<file path="src/design/qjwd_pkg.sv">
// shared types, constants and helper functions of the jog wheel decoder
package qjwd_pkg;

    localparam int unsigned NUM_AXES_DEF = 3;
    localparam int unsigned AXIS_W       = 2;
    localparam int unsigned COUNT_W      = 32;
    localparam int unsigned RATE_W       = 4;
    localparam int unsigned CMD_W        = 3;
    localparam int unsigned HIST_W       = 8;
    localparam int unsigned PADDR_W      = 3;
    localparam int unsigned PDATA_W      = 32;

    localparam logic [RATE_W-1:0] JOG_RATE_MAX_RST = 4'd3;

    // register index, taken from the word address bit
    localparam logic REG_JOG_RATE_MAX = 1'b0;

    // legal 4-bit transitions {prev b, prev a, b, a}
    localparam logic [15:0] VALID_CODE = 16'b0110_1001_1001_0110;

    typedef enum logic [CMD_W-1:0] {
        CMD_SAMPLE      = 3'd0,
        CMD_AXIS_TOGGLE = 3'd1,
        CMD_RATE_STEP   = 3'd2,
        CMD_CLEAR       = 3'd3,
        CMD_SELECT      = 3'd4
    } t_cmd;

    typedef struct packed {
        logic [CMD_W-1:0]  cmd;
        logic              pin_a;
        logic              pin_b;
        logic [AXIS_W-1:0] axis_index;
    } t_item;

    typedef struct packed {
        logic [AXIS_W-1:0]         active_axis;
        logic signed [COUNT_W-1:0] wheel_count;
        logic signed [COUNT_W-1:0] pos_x;
        logic signed [COUNT_W-1:0] pos_y;
        logic signed [COUNT_W-1:0] pos_z;
        logic                      position_changed;
        logic                      valid_transition;
        logic [RATE_W-1:0]         jog_rate;
    } t_result;

    function automatic logic is_count_down(input logic [HIST_W-1:0] h);
        return (h == 8'h42) || (h == 8'hD4) || (h == 8'h2B) || (h == 8'hBD);
    endfunction

    function automatic logic is_count_up(input logic [HIST_W-1:0] h);
        return (h == 8'h81) || (h == 8'h17) || (h == 8'hE8) || (h == 8'h7E);
    endfunction

endpackage

</file>
<file path="src/design/quadrature_jog_wheel_decoder.sv">
// Hand-wheel quadrature decoder with axis selection and jog-rate stepping.
// Each accepted item gives exactly one result. An item is captured in an input
// register, goes through the state update and lands in the result register, so a
// new item can be taken every cycle while the result is not stalled; the update of
// history, count and axis positions is the loop that sets this rate. A stalled
// result holds the pipeline, while the input register still takes one more item.
// jog_rate_max sits at byte address 0 of the apb-style port (reset value 3).
module quadrature_jog_wheel_decoder #(
    parameter int unsigned NUM_AXES = qjwd_pkg::NUM_AXES_DEF
) (
    input  logic                               i_clk,
    input  logic                               i_rst_n,
    // input channel
    input  logic                               i_in_valid,
    output logic                               o_in_stall,
    input  logic [qjwd_pkg::CMD_W-1:0]         i_cmd,
    input  logic                               i_pin_a,
    input  logic                               i_pin_b,
    input  logic [qjwd_pkg::AXIS_W-1:0]        i_axis_index,
    // result channel
    output logic                               o_out_valid,
    input  logic                               i_out_stall,
    output logic [qjwd_pkg::AXIS_W-1:0]        o_active_axis,
    output logic signed [qjwd_pkg::COUNT_W-1:0] o_wheel_count,
    output logic signed [qjwd_pkg::COUNT_W-1:0] o_pos_x,
    output logic signed [qjwd_pkg::COUNT_W-1:0] o_pos_y,
    output logic signed [qjwd_pkg::COUNT_W-1:0] o_pos_z,
    output logic                               o_position_changed,
    output logic                               o_valid_transition,
    output logic [qjwd_pkg::RATE_W-1:0]        o_jog_rate,
    // configuration port
    input  logic                               psel,
    input  logic                               penable,
    input  logic                               pwrite,
    input  logic [qjwd_pkg::PADDR_W-1:0]       paddr,
    input  logic [qjwd_pkg::PDATA_W-1:0]       pwdata,
    output logic [qjwd_pkg::PDATA_W-1:0]       prdata,
    output logic                               pready
);
    import qjwd_pkg::*;

    logic              r_s1_valid;
    t_item             r_s1_item;
    logic              r_out_valid;
    t_result           r_out;
    t_result           w_result;
    logic              w_out_free;
    logic              w_advance;
    logic              w_in_take;
    logic [RATE_W-1:0] w_jog_rate_max;

    qjwd_regs u_regs (
        .i_clk          (i_clk),
        .i_rst_n        (i_rst_n),
        .psel           (psel),
        .penable        (penable),
        .pwrite         (pwrite),
        .paddr          (paddr),
        .pwdata         (pwdata),
        .prdata         (prdata),
        .pready         (pready),
        .o_jog_rate_max (w_jog_rate_max)
    );

    qjwd_core #(
        .NUM_AXES (NUM_AXES)
    ) u_core (
        .i_clk          (i_clk),
        .i_rst_n        (i_rst_n),
        .i_advance      (w_advance),
        .i_item         (r_s1_item),
        .i_jog_rate_max (w_jog_rate_max),
        .o_result       (w_result)
    );

    assign w_out_free = !r_out_valid || !i_out_stall;
    assign w_advance  = r_s1_valid && w_out_free;
    assign o_in_stall = r_s1_valid && !w_out_free;
    assign w_in_take  = i_in_valid && !o_in_stall;

    always_ff @(posedge i_clk) begin
        if (!i_rst_n) begin
            r_s1_valid  <= 1'b0;
            r_out_valid <= 1'b0;
        end else begin
            if (w_in_take) begin
                r_s1_valid <= 1'b1;
            end else if (w_advance) begin
                r_s1_valid <= 1'b0;
            end
            if (w_advance) begin
                r_out_valid <= 1'b1;
            end else if (!i_out_stall) begin
                r_out_valid <= 1'b0;
            end
        end
    end

    // payload registers
    always_ff @(posedge i_clk) begin
        if (w_in_take) begin
            r_s1_item.cmd        <= i_cmd;
            r_s1_item.pin_a      <= i_pin_a;
            r_s1_item.pin_b      <= i_pin_b;
            r_s1_item.axis_index <= i_axis_index;
        end
        if (w_advance) begin
            r_out <= w_result;
        end
    end

    assign o_out_valid        = r_out_valid;
    assign o_active_axis      = r_out.active_axis;
    assign o_wheel_count      = r_out.wheel_count;
    assign o_pos_x            = r_out.pos_x;
    assign o_pos_y            = r_out.pos_y;
    assign o_pos_z            = r_out.pos_z;
    assign o_position_changed = r_out.position_changed;
    assign o_valid_transition = r_out.valid_transition;
    assign o_jog_rate         = r_out.jog_rate;

endmodule

</file>
<file path="src/design/qjwd_regs.sv">
// configuration register file behind the apb-style port
module qjwd_regs (
    input  logic                           i_clk,
    input  logic                           i_rst_n,
    input  logic                           psel,
    input  logic                           penable,
    input  logic                           pwrite,
    input  logic [qjwd_pkg::PADDR_W-1:0]   paddr,
    input  logic [qjwd_pkg::PDATA_W-1:0]   pwdata,
    output logic [qjwd_pkg::PDATA_W-1:0]   prdata,
    output logic                           pready,
    output logic [qjwd_pkg::RATE_W-1:0]    o_jog_rate_max
);
    import qjwd_pkg::*;

    logic              w_write;
    logic              w_reg_idx;
    logic [RATE_W-1:0] r_jog_rate_max;

    assign pready    = 1'b1;
    assign w_reg_idx = paddr[PADDR_W-1];
    assign w_write   = psel && penable && pwrite && pready;

    always_ff @(posedge i_clk) begin
        if (!i_rst_n) begin
            r_jog_rate_max <= JOG_RATE_MAX_RST;
        end else if (w_write && (w_reg_idx == REG_JOG_RATE_MAX)) begin
            r_jog_rate_max <= pwdata[RATE_W-1:0];
        end
    end

    always_comb begin
        prdata = '0;
        if (w_reg_idx == REG_JOG_RATE_MAX) begin
            prdata[RATE_W-1:0] = r_jog_rate_max;
        end
    end

    assign o_jog_rate_max = r_jog_rate_max;

endmodule

</file>
<file path="src/design/qjwd_core.sv">
// decoder state and its combinational next-state and result logic
module qjwd_core #(
    parameter int unsigned NUM_AXES = qjwd_pkg::NUM_AXES_DEF
) (
    input  logic                        i_clk,
    input  logic                        i_rst_n,
    input  logic                        i_advance,
    input  qjwd_pkg::t_item             i_item,
    input  logic [qjwd_pkg::RATE_W-1:0] i_jog_rate_max,
    output qjwd_pkg::t_result           o_result
);
    import qjwd_pkg::*;

    logic [HIST_W-1:0]         r_hist,  n_hist;
    logic [COUNT_W-1:0]        r_count, n_count;
    logic [AXIS_W-1:0]         r_axis,  n_axis;
    logic [RATE_W-1:0]         r_rate,  n_rate;
    logic [COUNT_W-1:0]        r_pos [NUM_AXES];
    logic [COUNT_W-1:0]        n_pos [NUM_AXES];
    logic [COUNT_W-1:0]        w_pos_out [3];

    logic [3:0]                w_code;
    logic [HIST_W-1:0]         w_hist_shift;
    logic                      w_valid;
    logic [COUNT_W-1:0]        w_count_step;
    logic [AXIS_W:0]           w_axis_inc;
    logic [NUM_AXES-1:0]       w_lane_changed;
    logic                      w_sample_ok;
    t_cmd                      w_cmd;

    assign w_cmd        = t_cmd'(i_item.cmd);
    assign w_code       = {r_hist[1:0], i_item.pin_b, i_item.pin_a};
    assign w_hist_shift = {r_hist[3:0], w_code};
    assign w_valid      = VALID_CODE[w_code];
    assign w_sample_ok  = (w_cmd == CMD_SAMPLE) && w_valid;
    assign w_axis_inc   = {1'b0, r_axis} + {{AXIS_W{1'b0}}, 1'b1};

    always_comb begin
        priority if (is_count_down(w_hist_shift)) begin
            w_count_step = r_count - {{(COUNT_W-1){1'b0}}, 1'b1};
        end else if (is_count_up(w_hist_shift)) begin
            w_count_step = r_count + {{(COUNT_W-1){1'b0}}, 1'b1};
        end else begin
            w_count_step = r_count;
        end
    end

    always_comb begin
        n_hist  = r_hist;
        n_count = r_count;
        n_axis  = r_axis;
        n_rate  = r_rate;
        unique case (w_cmd)
            CMD_SAMPLE: begin
                if (w_valid) begin
                    n_hist  = w_hist_shift;
                    n_count = w_count_step;
                end
            end
            CMD_AXIS_TOGGLE: begin
                if (w_axis_inc >= (AXIS_W+1)'(NUM_AXES)) begin
                    n_axis = '0;
                end else begin
                    n_axis = w_axis_inc[AXIS_W-1:0];
                end
            end
            CMD_RATE_STEP: begin
                n_rate = (r_rate == i_jog_rate_max) ? '0 : r_rate + {{(RATE_W-1){1'b0}}, 1'b1};
            end
            CMD_CLEAR: begin
                n_count = '0;
            end
            CMD_SELECT: begin
                if ({1'b0, i_item.axis_index} < (AXIS_W+1)'(NUM_AXES)) begin
                    n_axis = i_item.axis_index;
                end
            end
            default: begin
            end
        endcase
    end

    // one lane per axis; only the selected lane follows the count on a sample, and a clear zeroes every lane
    for (genvar a = 0; a < NUM_AXES; a++) begin : g_axis
        always_comb begin
            n_pos[a]          = r_pos[a];
            w_lane_changed[a] = 1'b0;
            if (w_cmd == CMD_CLEAR) begin
                n_pos[a] = '0;
            end else if (w_sample_ok && (r_axis == AXIS_W'(a))) begin
                if (r_pos[a] != w_count_step) begin
                    n_pos[a]          = w_count_step;
                    w_lane_changed[a] = 1'b1;
                end
            end
        end

        always_ff @(posedge i_clk) begin
            if (!i_rst_n) begin
                r_pos[a] <= '0;
            end else if (i_advance) begin
                r_pos[a] <= n_pos[a];
            end
        end
    end

    for (genvar a = 0; a < 3; a++) begin : g_pos_out
        if (a < NUM_AXES) begin : g_present
            assign w_pos_out[a] = n_pos[a];
        end else begin : g_absent
            assign w_pos_out[a] = '0;
        end
    end

    always_ff @(posedge i_clk) begin
        if (!i_rst_n) begin
            r_hist  <= '0;
            r_count <= '0;
            r_axis  <= '0;
            r_rate  <= '0;
        end else if (i_advance) begin
            r_hist  <= n_hist;
            r_count <= n_count;
            r_axis  <= n_axis;
            r_rate  <= n_rate;
        end
    end

    always_comb begin
        o_result.active_axis      = n_axis;
        o_result.wheel_count      = n_count;
        o_result.pos_x            = w_pos_out[0];
        o_result.pos_y            = w_pos_out[1];
        o_result.pos_z            = w_pos_out[2];
        o_result.position_changed = |w_lane_changed;
        o_result.valid_transition = w_sample_ok;
        o_result.jog_rate         = n_rate;
    end

endmodule
</file>
<file path="config.mk">
export PLATFORM = sky130hd
export DESIGN_NAME = quadrature_jog_wheel_decoder
export DESIGN_NICKNAME = d
export VERILOG_FILES = /design/src/design/qjwd_pkg.sv /design/src/design/quadrature_jog_wheel_decoder.sv /design/src/design/qjwd_regs.sv /design/src/design/qjwd_core.sv
export SDC_FILE = /design/constraint.sdc
export NUM_CORES = 1
export LEC_CHECK = 0
export BUFFER_PORTS_ARGS = -buffer_cell sky130_fd_sc_hd__buf_2
export CAP_MARGIN = 20
export CORE_AREA = 2 2 238 240
export CTS_BUF_LIST = sky130_fd_sc_hd__clkbuf_8
export DETAILED_ROUTE_END_ITERATION = 10
export DIE_AREA = 0 0 240 242
export PLACE_DENSITY = 0.64
export REMOVE_ABC_BUFFERS = 1
export SLEW_MARGIN = 20
export SYNTH_ARGS = -nofsm -noshare
export SYNTH_HDL_FRONTEND = slang
export SYNTH_HIERARCHICAL = 1
export SYNTH_SLANG_ARGS = --single-unit
</file>
<file path="constraint.sdc">
create_clock -name i_clk -period 17.1 [get_ports i_clk]
set_input_delay 1.71 -clock i_clk [delete_from_list [all_inputs] [get_ports i_clk]]
set_output_delay 1.71 -clock i_clk [all_outputs]
set_load 0.05 [all_outputs]
</file>
### Word level (Yosys, flattened, before mapping)

Memory sizes are Yosys's and may differ from the RTL's.
Index checks and enable logic that the tools add are counted.

| word-level totals | value |
|---|---|
| register bits | 191 |
| bits in latches | 0 |
| bits in writable memories | 96 |
| ROM bits | 16 |
| input port bits | 49 |
| output and inout port bits | 171 |
| word-level logic and storage cells | 117 |
| memories kept | 2 |

| operators by class | value |
|---|---|
| add/subtract/negate cells | 4 |
| multipliers | 0 |
| div/mod/pow operators | 0 |
| $lt $le $gt $ge | 3 |
| eq/ne operators | 19 |
| shifts and indexed selects | 0 |
| muxes and demuxes | 40 |
| bitwise logic cells | 4 |
| reduce and logical (&&, ||, !) cells | 26 |

Memories:

| name | depth | width | read ports | clocked after Yosys merged registers in | write ports | RTL line | source |
|---|---|---|---|---|---|---|---|
| u_core.r_pos | 3 | 32 | 3 | 0 | 3 | qjwd_core.sv:18 | `logic [COUNT_W-1:0] r_pos [NUM_AXES];` |
| (no name shown) | 16 | 1 | 1 | 0 | 0 | qjwd_core.sv:34 | `assign w_valid = VALID_CODE[w_code];` |

Operators by type and width:

| operator | count |
|---|---|
| two-way mux 32 bit | 15 |
| inequality test 32 bit | 3 |
| one-hot mux 32 bit (2 select lines) | 1 |
| adder 32 x 1 -> 32 bit, second input constant | 1 |
| == test 8 bit, second input constant | 4 |
| subtractor 32 x 1 -> 32 bit, second input constant | 1 |
| two-way mux 1 bit | 18 |
| == test 8 x 7 -> 1 bit, second input constant | 2 |
| two-way mux 4 bit | 3 |
| logical AND 1 bit | 10 |
| == test 8 x 5 -> 1 bit, second input constant | 1 |
| == test 8 x 6 -> 1 bit, second input constant | 1 |
| logical OR 1 bit | 7 |
| == test 3 x 2 -> 1 bit, second input constant | 2 |
| less-than comparator 4 x 5 -> 1 bit, second input constant | 1 |
| adder 4 x 1 -> 4 bit, second input constant | 1 |
| == test 4 bit | 1 |
| logical NOT 1 bit | 4 |
| two-way mux 2 bit | 2 |
| one-hot mux 2 bit (2 select lines) | 1 |
| adder 2 x 1 -> 3 bit, second input constant | 1 |
| == test 3 x 1 -> 1 bit, second input constant | 1 |
| == test 3 bit, second input constant | 1 |
| greater-or-equal comparator 3 x 2 -> 1 bit, second input constant | 1 |
| 11 further kinds | 13 |

### Logic depth before layout (Yosys ltp)

| depth | value |
|---|---|
| depth after elaboration | 11 |
| gate-level depth with buffers | 17 |
| depth with buffers taken out | 12 |

### By module

Netlist, hierarchy kept.

Modules (own cells, without submodules):

| module | instances | cells each | area an instance (µm²) | sequential area each (µm²) |
|---|---|---|---|---|
| qjwd_core | 1 | 1567 | 13257.7 | 3723.6 |
| quadrature_jog_wheel_decoder | 1 | 151 | 4377.9 | 4334.2 |
| qjwd_regs | 1 | 53 | 441.7 | 80.1 |

### Worst setup path after synthesis

Ideal clock, no wire load.

| timing path | value |
|---|---|
| path kind | input -> register |
| start | in i_out_stall |
| end | mem u_core.r_pos[0][0], enable pin |
| setup time | 458 ps |
| arrival time | 16720 ps |
| required time | 16642 ps |
| setup slack | -78 ps |
| cell stages on the path | 4 |
| path buffers | 1 |
| path through | a21boi_0 > clkinv_1 > clkbuf_1 > nand2_1 |

RTL lines:

| what | RTL line | source |
|---|---|---|
| from (decl) | quadrature_jog_wheel_decoder.sv:22 | `input logic i_out_stall,` |
| to (decl) | qjwd_core.sv:18 |  |

==> results.json <==
{
  "first_pass_iters": 5,
  "dp_cells": 2565,
  "fin_nets": 1921,
  "peakVddDrop_uv": 45.4,
  "critPathKind": "register to register",
  "grt_antenna_before_repair": 0,
  "ys.flop_type": "edfxtp_1",
  "setup.worst_path.end_class": "register",
  "drv_slew": 0,
  "leakage_uw": 0.00832,
  "synthCells": 1771,
  "grt_max_degree": 89,
  "skew_ns": 0.0164,
  "clk_pin_slew_ns": 0.06,
  "outcome": "finished clean",
  "io_pins": 220,
  "antennaDiodeCount": 0,
  "setup_tns_ns": 0,
  "wl_per_cell_um": 21.4,
  "grt_usage_pct": 19.2,
  "post_cts_buffers": 0,
  "synth-async-reset-ratio_pct": 0,
  "crit_fanout": 88,
  "syn_area_mm2": 0.0181,
  "numCtsBuffers": 53,
  "overflow": 0,
  "fin_cells": 2663,
  "place_area_mm2": 0.0192,
  "cts_hold_buf": 0,
  "yosysWarnings": 6,
  "syn_avg_cell_area_um2": 10.2,
  "drt-total-wl_um": 57100,
  "die_h_um": 242,
  "drt-vias-per-instance": 5.49,
  "layout.area.seq_mm2": 0.00814,
  "yosys.cell_types.count": 94,
  "drt_iter0_drc": 1620,
  "vias": 14612,
  "ant_nets": 0,
  "yosys_register_bits": 287,
  "fillers": 5596,
  "die-width_um": 240,
  "gp_congestion": 0.903,
  "p_per_area_mw_per_mm2": 88.4,
  "cts_sinks": 287,
  "grt_pass1_wl_um": 85900,
  "maxCapViolCount": 0,
  "core_area_mm2": 0.0557,
  "grt_pass1_vias": 14028,
  "worstSetupStartpointType": "register",
  "finalCritPeriodShare_pct": 36.7,
  "die-area_mm2": 0.0581,
  "num_rows": 87,
  "cts_tree": "yes",
  "clockBufferDepth": 3,
  "required_ns": 17.46,
  "min_path_type": "register to register",
  "start_util_pct": 32.4,
  "cts_max_level": 2,
  "worstMarginPinSlew_ns": 1.16,
  "ctsResizeCount": 0,
  "worstSkewPairLatency_ns": 0.64,
  "dpl.hpwl_um": 39200,
  "worstPathArrival_ns": 6.64,
  "cts-root-buf": "clkbuf_8",
  "final_cell_mix": "edfxtp_1, nand2_1, buf_2",
  "drc": 0,
  "syn_to_final_growth_pct": 11.9,
  "final_core_utilization_pct": 36.3,
  "setup_viol": 0,
  "hold_viol": 0,
  "multi_input_area_mm2": 0.00903,
  "ys_seq_area_share_pct": 45.0,
  "rsz0062_at_grt": "no",
  "max_slew_margin_pct": 22.3,
  "drive_gt1_share_pct": 17.6,
  "max_freq_mhz": 159,
  "portBuffers": 160,
  "synth_edf_count": 239,
  "period_needed_ns": 6.28,
  "final_common_cell": "edfxtp_1",
  "fin_area_mm2": 0.0202
}
[critical path, stage by stage, from the launching register on]
cell and delay [ns]:
dfxtp_1 0.82, nand4_1 0.40, nor4_1 0.87, o2111ai_1 0.40, o31a_1 0.40, xnor3_1 0.19
or2_2 0.31, a2111oi_1 0.60, nor4b_4 0.89, buf_4 0.71, nand2b_1 0.20, nand3_1 0.09
[metrics by stage]
step	worst slack, ns	hold WS (ns)	power (uW)
3_5_place_dp	10.57	0.496	1170
4_1_cts	10.51	0.505	1810
5_1_grt	10.62	0.528	1870
2_1_floorplan	-13.37	0.455	1080
3_3_place_gp	10.43	0.486	1160
6_report	10.82	0.498	1790
[layer usage]
metal	global-route usage (%)	vias to the layer above	share of wire (%)
met2	31.7	556	48
met5	0	-	0
met3	3.12	106	6.6
met1	25.6	7252	43
li1	-	6698	-
met4	6.36	0	2.5
[cells by family (layout without fill, tap and decap cells)]
family	Yosys count	after routing	synth area share, %
buf+inv	202	311	5.99
other cells	2	29	0.0415
simple gates	719	719	20.5
mux	129	129	7.14
xor+xnor	132	132	7.98
fa+ha+maj	7	7	0.484
compound gates	293	293	12.8
flops	287	287	45.0
[registers in the layout (all words and copies together), names as in the netlist]
register	cells
o_out_valid	1
o_valid_transition	1
o_pos_z	32
u_core/r_pos	96
u_core/r_hist	4
r_s1_valid	1
o_pos_y	32
u_core/r_rate	4
u_regs/o_jog_rate_max	4
u_core/r_axis	2
o_active_axis	2
o_wheel_count	32
o_position_changed	1
u_core/r_count	32
o_jog_rate	4
r_s1_item	7
o_pos_x	32
[cell type report]
cell class	count	area share (%)
Multi-Input combinational cell	1309	44.6
Tap cell	756	4.68
Sequential cell	287	40.2
Clock inverter	42	1.18
Clock buffer	55	3.74
Inverter	24	0.445
Timing Repair Buffer	190	5.11
[synth_stat cells (5+ instances only)]
master | instances | area share [%]
nand2b_1 | 74 | 2.6
a21oi_1 | 28 | 0.78
xnor2_1 | 66 | 3.2
nand2_1 | 183 | 3.8
a21o_1 | 7 | 0.29
and3_1 | 14 | 0.48
or2_2 | 34 | 1.2
xor2_1 | 44 | 2.1
o31ai_1 | 18 | 0.75
o21ai_1 | 5 | 0.14
ha_1 | 7 | 0.48
or3_1 | 13 | 0.45
clkbuf_1 | 104 | 2.2
a2111oi_0 | 7 | 0.34
nor4_1 | 15 | 0.52
nor2b_1 | 11 | 0.38
nor2_1 | 137 | 2.8
nand3b_1 | 6 | 0.25
a32oi_1 | 52 | 2.5
o21a_1 | 5 | 0.21
and2_1 | 14 | 0.48
buf_2 | 15 | 0.42
inv_1 | 23 | 0.48
o211a_1 | 35 | 1.9
nor3_1 | 23 | 0.64
o211ai_1 | 9 | 0.37
o21ai_0 | 50 | 1.4
nand4_1 | 69 | 2.4
o2111ai_1 | 9 | 0.44
mux2i_1 | 129 | 7.1
nand3_1 | 82 | 2.3
buf_4 | 38 | 1.6
dfxtp_1 | 48 | 5.3
a211oi_1 | 21 | 0.87
xnor3_1 | 17 | 2.1
nor3b_1 | 14 | 0.58
buf_6 | 13 | 0.81
edfxtp_1 | 239 | 40
[where the power goes]
| group | total [uW] | internal (uW) | switching [uW] |
|---|---|---|---|
| registers | 850 | 804 | 45.2 |
| clock network | 634 | 330 | 304 |
| logic | 304 | 92.6 | 212 |
| total | 1790 | 1230 | 561 |
[worst paths after layout]
kind	to	depth (start not counted)	start	slack (ns)
setup / recovery	o_pos_z[1]$_DFFE_PP_	11	u_core/r_count[6]$_SDFFE_PN0P_	10.82
hold reg to reg	u_regs/o_jog_rate_max[2]$_SDFFE_PN0P_	2	u_regs/o_jog_rate_max[2]$_SDFFE_PN0P_	0.50
setup reg to reg	o_pos_z[1]$_DFFE_PP_	11	u_core/r_count[6]$_SDFFE_PN0P_	10.82
hold / removal	u_regs/o_jog_rate_max[2]$_SDFFE_PN0P_	2	u_regs/o_jog_rate_max[2]$_SDFFE_PN0P_	0.50
(Power assumes the default switching activity.)
